**src/design/i2crm_pkg.sv**
```systemverilog
package i2crm_pkg;

    localparam int REG_DEPTH_DEFAULT = 16;
    localparam logic [7:0] FILL_BYTE = 8'hFF;

    localparam int APB_ADDR_W = 4;
    localparam int APB_DATA_W = 32;

    typedef enum logic [2:0] {
        KIND_ADDR_WRITE = 3'd0,
        KIND_ADDR_READ  = 3'd1,
        KIND_BYTE_RX    = 3'd2,
        KIND_BYTE_TX    = 3'd3,
        KIND_BUS_ERROR  = 3'd4,
        KIND_HOST_WRITE = 3'd5
    } kind_t;

    typedef enum logic [1:0] {
        REG_IDX_COUNT    = 2'd0,
        REG_IDX_WRITABLE = 2'd1,
        REG_IDX_STATUS   = 2'd2,
        REG_IDX_ERRMASK  = 2'd3
    } reg_idx_t;

    localparam logic [4:0] RST_REGISTER_COUNT    = 5'd16;
    localparam logic [7:0] RST_WRITABLE_ADDRESS  = 8'd6;
    localparam logic [7:0] RST_STATUS_ADDRESS    = 8'd4;
    localparam logic [7:0] RST_ERROR_BIT_MASK    = 8'd1;

    typedef struct packed {
        logic [4:0] register_count;
        logic [7:0] writable_address;
        logic [7:0] status_address;
        logic [7:0] error_bit_mask;
    } cfg_t;

    typedef struct packed {
        logic [2:0] kind;
        logic [7:0] byte_in;
        logic [7:0] host_address;
        logic       error_is_nack;
    } item_t;

    typedef struct packed {
        logic [7:0] tx_byte;
        logic       tx_valid;
        logic [7:0] pointer_now;
    } result_t;

endpackage

```
**src/design/i2c_register_map_slave_unit.sv**
```systemverilog
// Register-map side of an I2C slave, fed one bus event per transfer on the s_ channel
// and answering each with one result transfer on the m_ channel. Sustained rate is one
// event per cycle while m_ready is high; a taken event passes through the input register,
// then the result register, the pointer, first-byte flag and register store being updated
// as its result is registered. A stalled m_ready holds the event in the input register.
// The register store is flip-flops, cleared at reset.
// Configuration registers sit on the APB port at byte addresses 0x0 (register count),
// 0x4 (writable address), 0x8 (status address) and 0xC (error bit mask); write them only
// while no event is in flight.
module i2c_register_map_slave_unit
    import i2crm_pkg::*;
#(
    parameter int REG_DEPTH = REG_DEPTH_DEFAULT
) (
    input  logic                  aclk,
    input  logic                  aresetn,

    input  logic                  s_valid,
    output logic                  s_ready,
    input  logic [2:0]            s_kind,
    input  logic [7:0]            s_byte_in,
    input  logic [7:0]            s_host_address,
    input  logic                  s_error_is_nack,

    output logic                  m_valid,
    input  logic                  m_ready,
    output logic [7:0]            m_tx_byte,
    output logic                  m_tx_valid,
    output logic [7:0]            m_pointer_now,

    input  logic                  psel,
    input  logic                  penable,
    input  logic                  pwrite,
    input  logic [APB_ADDR_W-1:0] paddr,
    input  logic [APB_DATA_W-1:0] pwdata,
    output logic [APB_DATA_W-1:0] prdata,
    output logic                  pready
);

    cfg_t    cfg;
    item_t   in_item_reg;
    logic    in_valid_reg;
    logic    in_valid_next;
    result_t core_result;
    result_t out_reg;
    logic    out_valid_reg;
    logic    out_valid_next;
    logic    advance;
    logic    s_take;

    // an event moves on when the result register is free or being drained
    assign advance = in_valid_reg && (!out_valid_reg || m_ready);
    assign s_ready = !in_valid_reg || advance;
    assign s_take  = s_valid && s_ready;

    assign in_valid_next  = s_take ? 1'b1 : (advance ? 1'b0 : in_valid_reg);
    assign out_valid_next = advance ? 1'b1 : (m_ready ? 1'b0 : out_valid_reg);

    always_ff @(posedge aclk) begin
        if (!aresetn) begin
            in_valid_reg  <= 1'b0;
            out_valid_reg <= 1'b0;
        end else begin
            in_valid_reg  <= in_valid_next;
            out_valid_reg <= out_valid_next;
        end
    end

    always_ff @(posedge aclk) begin
        if (s_take) begin
            in_item_reg.kind          <= s_kind;
            in_item_reg.byte_in       <= s_byte_in;
            in_item_reg.host_address  <= s_host_address;
            in_item_reg.error_is_nack <= s_error_is_nack;
        end
        if (advance) begin
            out_reg <= core_result;
        end
    end

    i2crm_cfg u_cfg (
        .aclk    (aclk),
        .aresetn (aresetn),
        .psel    (psel),
        .penable (penable),
        .pwrite  (pwrite),
        .paddr   (paddr),
        .pwdata  (pwdata),
        .prdata  (prdata),
        .pready  (pready),
        .cfg     (cfg)
    );

    i2crm_core #(
        .REG_DEPTH (REG_DEPTH)
    ) u_core (
        .aclk    (aclk),
        .aresetn (aresetn),
        .step_en (advance),
        .item    (in_item_reg),
        .cfg     (cfg),
        .result  (core_result)
    );

    assign m_valid       = out_valid_reg;
    assign m_tx_byte     = out_reg.tx_byte;
    assign m_tx_valid    = out_reg.tx_valid;
    assign m_pointer_now = out_reg.pointer_now;

endmodule

```
**src/design/i2crm_cfg.sv**
```systemverilog
module i2crm_cfg
    import i2crm_pkg::*;
(
    input  logic                  aclk,
    input  logic                  aresetn,
    input  logic                  psel,
    input  logic                  penable,
    input  logic                  pwrite,
    input  logic [APB_ADDR_W-1:0] paddr,
    input  logic [APB_DATA_W-1:0] pwdata,
    output logic [APB_DATA_W-1:0] prdata,
    output logic                  pready,
    output cfg_t                  cfg
);

    cfg_t     cfg_reg;
    cfg_t     cfg_next;
    reg_idx_t reg_idx;
    logic     wr_en;

    assign reg_idx = reg_idx_t'(paddr[3:2]);
    assign wr_en   = psel && penable && pwrite;
    assign pready  = 1'b1;
    assign cfg     = cfg_reg;

    always_comb begin
        cfg_next = cfg_reg;
        if (wr_en) begin
            unique case (reg_idx)
                REG_IDX_COUNT:    cfg_next.register_count   = pwdata[4:0];
                REG_IDX_WRITABLE: cfg_next.writable_address = pwdata[7:0];
                REG_IDX_STATUS:   cfg_next.status_address   = pwdata[7:0];
                REG_IDX_ERRMASK:  cfg_next.error_bit_mask   = pwdata[7:0];
                default:          cfg_next = cfg_reg;
            endcase
        end
    end

    always_comb begin
        unique case (reg_idx)
            REG_IDX_COUNT:    prdata = APB_DATA_W'(cfg_reg.register_count);
            REG_IDX_WRITABLE: prdata = APB_DATA_W'(cfg_reg.writable_address);
            REG_IDX_STATUS:   prdata = APB_DATA_W'(cfg_reg.status_address);
            REG_IDX_ERRMASK:  prdata = APB_DATA_W'(cfg_reg.error_bit_mask);
            default:          prdata = '0;
        endcase
    end

    always_ff @(posedge aclk) begin
        if (!aresetn) begin
            cfg_reg.register_count   <= RST_REGISTER_COUNT;
            cfg_reg.writable_address <= RST_WRITABLE_ADDRESS;
            cfg_reg.status_address   <= RST_STATUS_ADDRESS;
            cfg_reg.error_bit_mask   <= RST_ERROR_BIT_MASK;
        end else begin
            cfg_reg <= cfg_next;
        end
    end

endmodule

```
**src/design/i2crm_core.sv**
```systemverilog
module i2crm_core
    import i2crm_pkg::*;
#(
    parameter int REG_DEPTH = REG_DEPTH_DEFAULT
) (
    input  logic    aclk,
    input  logic    aresetn,
    input  logic    step_en,
    input  item_t   item,
    input  cfg_t    cfg,
    output result_t result
);

    localparam int IDX_W = (REG_DEPTH > 1) ? $clog2(REG_DEPTH) : 1;
    localparam logic [8:0] DEPTH9 = 9'(REG_DEPTH);

    logic [7:0] store_reg [REG_DEPTH];
    logic [7:0] ptr_reg;
    logic [7:0] ptr_next;
    logic       expect_reg;
    logic       expect_next;

    logic [8:0] count9;
    logic [8:0] live9;
    logic       ptr_in_range;
    logic       next_in_range;
    logic [7:0] ptr_inc;
    logic [7:0] rd_byte;

    logic       wr_en;
    logic [7:0] wr_addr;
    logic [7:0] wr_data;
    logic [7:0] wr_bits;

    assign count9        = 9'(cfg.register_count);
    assign live9         = (count9 > DEPTH9) ? DEPTH9 : count9;
    assign ptr_in_range  = {1'b0, ptr_reg} < live9;
    assign next_in_range = {1'b0, ptr_next} < live9;
    assign ptr_inc       = ptr_in_range ? ptr_reg + 8'd1 : ptr_reg;

    // in range implies below the depth, so the index is inside the store
    assign rd_byte = next_in_range ? store_reg[ptr_next[IDX_W-1:0]] : FILL_BYTE;

    always_comb begin
        ptr_next        = ptr_reg;
        expect_next     = expect_reg;
        wr_en           = 1'b0;
        wr_addr         = item.host_address;
        wr_data         = item.byte_in;
        wr_bits         = 8'hFF;
        result.tx_byte  = 8'd0;
        result.tx_valid = 1'b0;
        unique case (kind_t'(item.kind))
            KIND_ADDR_WRITE: begin
                expect_next = 1'b1;
            end
            KIND_ADDR_READ: begin
                result.tx_byte  = rd_byte;
                result.tx_valid = 1'b1;
            end
            KIND_BYTE_RX: begin
                if (expect_reg) begin
                    ptr_next    = item.byte_in;
                    expect_next = 1'b0;
                end else begin
                    ptr_next = ptr_inc;
                    wr_addr  = ptr_reg;
                    wr_en    = ptr_in_range && (ptr_reg == cfg.writable_address);
                end
            end
            KIND_BYTE_TX: begin
                ptr_next        = ptr_inc;
                result.tx_byte  = rd_byte;
                result.tx_valid = 1'b1;
            end
            KIND_BUS_ERROR: begin
                // touch only the masked bits: set on a real error, clear on a nack
                wr_addr = cfg.status_address;
                wr_data = {8{~item.error_is_nack}};
                wr_bits = cfg.error_bit_mask;
                wr_en   = {1'b0, cfg.status_address} < DEPTH9;
            end
            KIND_HOST_WRITE: begin
                wr_en = {1'b0, item.host_address} < DEPTH9;
            end
            default: begin
                ptr_next = ptr_reg;
            end
        endcase
        result.pointer_now = ptr_next;
    end

    always_ff @(posedge aclk) begin
        if (!aresetn) begin
            ptr_reg    <= 8'd0;
            expect_reg <= 1'b1;
        end else if (step_en) begin
            ptr_reg    <= ptr_next;
            expect_reg <= expect_next;
        end
    end

    always_ff @(posedge aclk) begin
        if (!aresetn) begin
            for (int e = 0; e < REG_DEPTH; e++) begin
                store_reg[e] <= 8'd0;
            end
        end else if (step_en && wr_en) begin
            for (int e = 0; e < REG_DEPTH; e++) begin
                if (wr_addr == 8'(e)) begin
                    store_reg[e] <= (store_reg[e] & ~wr_bits) | (wr_data & wr_bits);
                end
            end
        end
    end

`ifndef NO_ASSERTIONS
    a_hold_when_idle: assert property (@(posedge aclk) disable iff (!aresetn)
        !step_en |=> $stable(ptr_reg) && $stable(expect_reg))
        else $error("pointer state changed without a step");

    a_addr_write_arms: assert property (@(posedge aclk) disable iff (!aresetn)
        step_en && (item.kind == KIND_ADDR_WRITE) |=> expect_reg)
        else $error("address-write event did not arm the pointer byte");

    a_data_step: assert property (@(posedge aclk) disable iff (!aresetn)
        step_en && (item.kind == KIND_BYTE_RX) && !expect_reg
        |=> (ptr_reg == $past(ptr_reg)) || (ptr_reg == $past(ptr_reg) + 8'd1))
        else $error("data byte moved the pointer by more than one");

    a_tx_kind: assert property (@(posedge aclk) disable iff (!aresetn)
        result.tx_valid |-> (item.kind == KIND_ADDR_READ) || (item.kind == KIND_BYTE_TX))
        else $error("transmit byte offered for a non-transmit event");
`endif

endmodule
```
**config.mk**
```make
export PLATFORM = sky130hd
export DESIGN_NAME = i2c_register_map_slave_unit
export DESIGN_NICKNAME = d
export VERILOG_FILES = /design/src/design/i2crm_pkg.sv /design/src/design/i2c_register_map_slave_unit.sv /design/src/design/i2crm_cfg.sv /design/src/design/i2crm_core.sv
export SDC_FILE = /design/constraint.sdc
export NUM_CORES = 1
export LEC_CHECK = 0
export ABC_AREA = 0
export BUFFER_PORTS_ARGS = -buffer_cell sky130_fd_sc_hd__buf_2
export CORE_MARGIN = 4
export CORE_UTILIZATION = 35
export DETAILED_ROUTE_END_ITERATION = 8
export PLACE_DENSITY = 0.53
export SLEW_MARGIN = 10
export SYNTH_ARGS = -nofsm -noshare
export SYNTH_HDL_FRONTEND = slang
export SYNTH_HIERARCHICAL = 1
export SYNTH_SLANG_ARGS = --single-unit
```
**constraint.sdc**
```tcl
create_clock -name aclk -period 6.8 [get_ports aclk]
set_input_delay 0.34 -clock aclk [delete_from_list [all_inputs] [get_ports aclk]]
set_output_delay 0.34 -clock aclk [all_outputs]
set_load 0.02 [all_outputs]
```
## Word-level counts from Yosys, hierarchy flattened

Memory sizes are Yosys's and may differ from the RTL's.
Index checks and enable logic that the tools add are counted.

- Add/subtract/negate cells: 1
- Order comparisons: 5
- Equality and inequality tests: 24
- Mux-type cells: 99
- Bitwise logic cells: 51
- Reduce and logical (&&, ||, !) cells: 22

Operators by type and width:

| operator | number |
|---|---|
| $mux W8 | 22 |
| $and A8 B8 Y8 | 17 |
| $or A8 B8 Y8 | 16 |
| $pmux W32 S4 | 1 |
| $mux W1 | 71 |
| $eq A8 B4 Y1 const B | 8 |
| $eq A8 B3 Y1 const B | 4 |
| $pmux W8 S2 | 2 |
| $lt A8 B9 Y1 | 2 |
| $eq A8 B2 Y1 const B | 2 |
| $lt A8 B5 Y1 const B | 2 |
| $or A1 B1 Y1 | 16 |
| $reduce_and A2 Y1 | 5 |
| $add A8 B1 Y8 const B | 1 |
| $eq A8 B1 Y1 const B | 1 |
| $eq A8 B8 Y1 | 1 |
| $logic_not A8 Y1 | 1 |
| $not A8 Y8 | 1 |
| $eq A3 B2 Y1 const B | 2 |
| $eq A3 B3 Y1 const B | 2 |
| $logic_and A1 B1 Y1 | 6 |
| $reduce_bool A2 Y1 | 3 |
| $gt A5 B5 Y1 const B | 1 |
| $mux W5 | 1 |
| other kinds (11) | 14 |

- Register bits: 77
- Bits in writable memories: 128
- Input bits: 63
- Output and inout bits: 52
- Word-level logic and storage cells: 218
- Memories kept: 1

Memories:

| name | words | width | rd ports | clocked after memory_dff | wr ports | RTL line | text |
|---|---|---|---|---|---|---|---|
| u_core.store_reg | 16 | 8 | 17 | 0 | 16 | i2crm_core.sv:17 | `logic [7:0] store_reg [REG_DEPTH];` |

## Longest topological paths before layout

- Word-level depth: 11
- Gate-level depth with buffers: 15
- Gate-level depth less buffers: 13

## Cells and area by module

The synthesis kept the hierarchy.

Modules (own cells, without submodules):

| module | times used | cells an instance | area each (um^2) | seq. area each (um^2) |
|---|---|---|---|---|
| i2crm_core | 1 | 765 | 7872.6 | 4023.9 |
| i2crm_cfg | 1 | 156 | 1536.5 | 580.6 |
| i2c_register_map_slave_unit | 1 | 46 | 1214.9 | 1151.1 |

## Least setup slack after synthesis

Ideal clock, no wire load.

- Path type: register -> register
- Start point: reg u_cfg.cfg_reg (netlist bit u_cfg/cfg[28])
- End point: reg out_reg (netlist bit m_tx_byte[7]), data pin
- Library setup time: 0.281 ns
- Arrival time: 3.362 ns
- Data required time: 6.519 ns
- Setup slack: 3.156 ns
- Cell stages (with the launch flop): 16
- Path buffers: 2
- Clock period less this slack: 3.644 ns
- Cell sequence: dfxtp_1 inv_1 nand2_1 ha_1 a21o_1 a211oi_4 and2_1 buf_4 a211oi_1 a211oi_2 buf_4 ha_1 a21o_1 a221o_1 a31oi_2 o311ai_1

RTL lines:

| what | RTL line | text |
|---|---|---|
| start, declared | i2crm_cfg.sv:16 | `cfg_t cfg_reg;` |
| start signal, assigned | i2crm_cfg.sv:56 | `cfg_reg <= cfg_next;` |
| end signal, assigned | i2c_register_map_slave_unit.sv:77 | `out_reg <= core_result;` |
| end, declared | i2c_register_map_slave_unit.sv:45 | `result_t out_reg;` |

==> metrics.cfg <==
[outcome]
status=complete, no violations

[power_and_ir_drop]
pwr-share-seq_pct=48.3
power_w=0.003003
p_comb_share_pct=10.7
p_sw_share_pct=24.36
switchingPower_w=0.0007314
power.internal_w=0.002271
power_density_nw_per_um2=246.5
ir_worst_vdd_mv=0.1709
pwr-share-clk_pct=41.0
p_leak_nw=4.359

[floorplan]
row_count=63
core-area_um2=29800
die_h_um=182.2
initial_core_util_pct=35.66
io_pins=115
die_area_um2=33210
die_w_um=182.2

[synthesis]
ys.flop_type=edfxtp_1
syn-cell-area_um2=10620
synth_edf_count=165
synth_seq_cells=205
synth.distinct_cells=71
syn-mean-instance-area_um2=10.99
yosysSeqAreaShare_pct=54.18
synth_warnings=6
ys_async_sr_fraction_pct=0
syn_inst=967

[setup_path]
start_kind=flop
arrival_ns=4.65
end_kind=flop
criticalPathCategory=reg -> reg
crit_fanout=28
worstPathRequired_ns=6.99

[detailed_routing]
via_per_inst=5.242
vias=7570
drc_errors=0
first_iter_violations=591
ant_nets=0
wire_per_inst_um=19.96
firstDrtPassIters=7
wl_um=28820

[clock_tree]
clockRootBuffer=clkbuf_16
clock_latency_ns=0.51
ctsHtreeMaxLevel=1
cts_tree=built
postCtsResizedCells=0
clk_pin_slew_ns=0.06
cts_buffers=23
clk_path_buf_depth=3
cts.sinks=205

[final_layout]
final_nets=1111
final_cell_count_no_fill=1444
drive_above_1_share_pct=15.18
largest_reg_flops=128
fillers=2942
regArea_um2=5756
area_growth_pct=14.65
antenna_cells=0
multi_input_area_um2=4437

[sta]
rsz0062_at_grt=false
relSlewSlack_pct=21.31
setup_viol=0
hold_viol_final=0
fin_crit_ns=4.454
finClkSkew_ns=0.009973
setup_ws_ns=2.346
fin_crit_sh_pct=65.49
fin_setup_tns_ns=0
finalMaxSlewViolations=0
max_freq_ghz=0.2245
worst_slew_pin_slew_ns=1.180

[place]
dp_slack_ns=2.301
portBuffers=63
routabilityCongestion=0.8255
dp.cells=1387
dp_hpwl_um=19260

[min_path]
hold_path_class=in -> reg

[global_route]
grt_pass1_wl_um=43800
grt_pass1_vias=7301
grt_overflow=0
antenna_found_initial=0
grt.total_usage_pct=16.89
grt_max_degree=68

[job]
cap_violations=0

## cells by family after synthesis
family          synth area share (%)
mux                            14.17
other cells                  0.07069
buf+inv                        5.206
xor+xnor                      0.6595
simple gates                   12.53
compound gates                 12.13
flops                          54.18
fa+ha+maj                      1.060
## layout by cell type, fill, tap and decap left out, drive strengths merged, types with 12 or more instances in the layout
cell type / instances
dlygate4sd3: 17
nor2b: 12
buf: 94
mux2i: 132
conb: 25
edfxtp: 165
nand3: 14
dfxtp: 40
o21ai: 17
a21oi: 144
nor2: 26
clkbuf: 36
nand2: 181
## worst max-delay path, cell delays in order (launching register included)
cell,delay (ns)
dfxtp_1,0.35
inv_1,0.17
nand2_1,0.10
ha_1,0.30
a21o_1,0.19
a211oi_4,0.28
and2_1,0.40
mux2i_4,0.28
buf_4,0.44
ha_1,0.31
and3_1,0.17
a221o_1,0.32
a31oi_2,0.60
o211ai_1,0.22
## cell usage after synthesis (2+ instances only)
library cell | instances | area share [%]
nand2_1 | 180 | 6.4
edfxtp_1 | 165 | 47
a21oi_1 | 143 | 6.7
mux2i_1 | 131 | 12
dfxtp_1 | 40 | 7.5
clkbuf_1 | 35 | 1.2
buf_4 | 31 | 2.2
nor2_1 | 26 | 0.92
o21ai_0 | 17 | 0.80
nand3_1 | 12 | 0.57
nor2b_1 | 11 | 0.65
o211ai_1 | 11 | 0.78
a22oi_1 | 10 | 0.71
ha_1 | 9 | 1.1
nor3b_1 | 9 | 0.64
buf_6 | 8 | 0.85
inv_1 | 8 | 0.28
xor2_1 | 8 | 0.66
nand2b_1 | 7 | 0.41
buf_2 | 6 | 0.28
a21o_1 | 5 | 0.35
a22o_1 | 5 | 0.41
and2_1 | 5 | 0.29
mux4_2 | 5 | 1.1
nand4_1 | 5 | 0.29
o22ai_1 | 5 | 0.29
clkbuf_2 | 4 | 0.19
mux2_2 | 4 | 0.42
nor3_1 | 4 | 0.19
nor4_1 | 4 | 0.24
a211oi_1 | 3 | 0.21
and3_1 | 3 | 0.18
o21a_1 | 3 | 0.21
or3_1 | 3 | 0.18
a221oi_1 | 2 | 0.16
clkbuf_4 | 2 | 0.14
conb_1 | 2 | 0.071
mux2_1 | 2 | 0.21
or2_2 | 2 | 0.12
## per-layer routing
metal  GRT usage (%)  vias up  routed length, um
li1                -     3643                  -
met1           24.40     3713              13760
met2           27.33      183              13180
met3           2.252       31               1345
met4           3.542        0                540
met5               0        -                  0
## path summary, 6_finish.rpt
path,from,end,slack [ns],cells past startpoint
worst max-delay path,u_cfg/cfg[28],m_tx_byte[0],2.35,13
worst min-delay path,s_host_address[2],in_item_reg[3],0.03,1
worst max register to register,u_cfg/cfg[28],m_tx_byte[0],2.35,13
worst min register to register,u_cfg/cfg[12],u_cfg/cfg[12],0.48,2
## repair_timing
action,CTS,global route
hold endpoints to repair,17,0
hold buffers,17,0
setup endpoints to repair,0,0
setup buffers,0,0
## power by group through the flow
stage	clock (W)	sequential (W)	combinational, W
6_report	0.00123	0.00145	0.000322
5_1_grt	0.00132	0.00145	0.000348
4_1_cts	0.00127	0.00145	0.000323
3_5_place_dp	0	0.00148	0.000315
3_3_place_gp	0	0.00147	0.000314
2_1_floorplan	0	0.00147	0.000224
## stage by stage
stage	cell area (um2)	util (%)	hold slack, ns
final	12180	40.88	0.02663
after global routing	12180	40.88	0.004680
after CTS	12180	40.88	0.002406
after detailed placement	11260	37.78	0.4688
after global placement	11260	37.78	0.4693
after floorplan	10710	-	0.4389
## layout make-up
type,instances,area share (%)
tap,390,4.006
clock inverter,4,0.3903
timing repair buffer,111,5.896
clock buffer,36,5.783
inverter,8,0.2465
sequential,205,47.25
multi-input combinational,690,36.43
No activity file was read; power rests on OpenSTA's default activity.
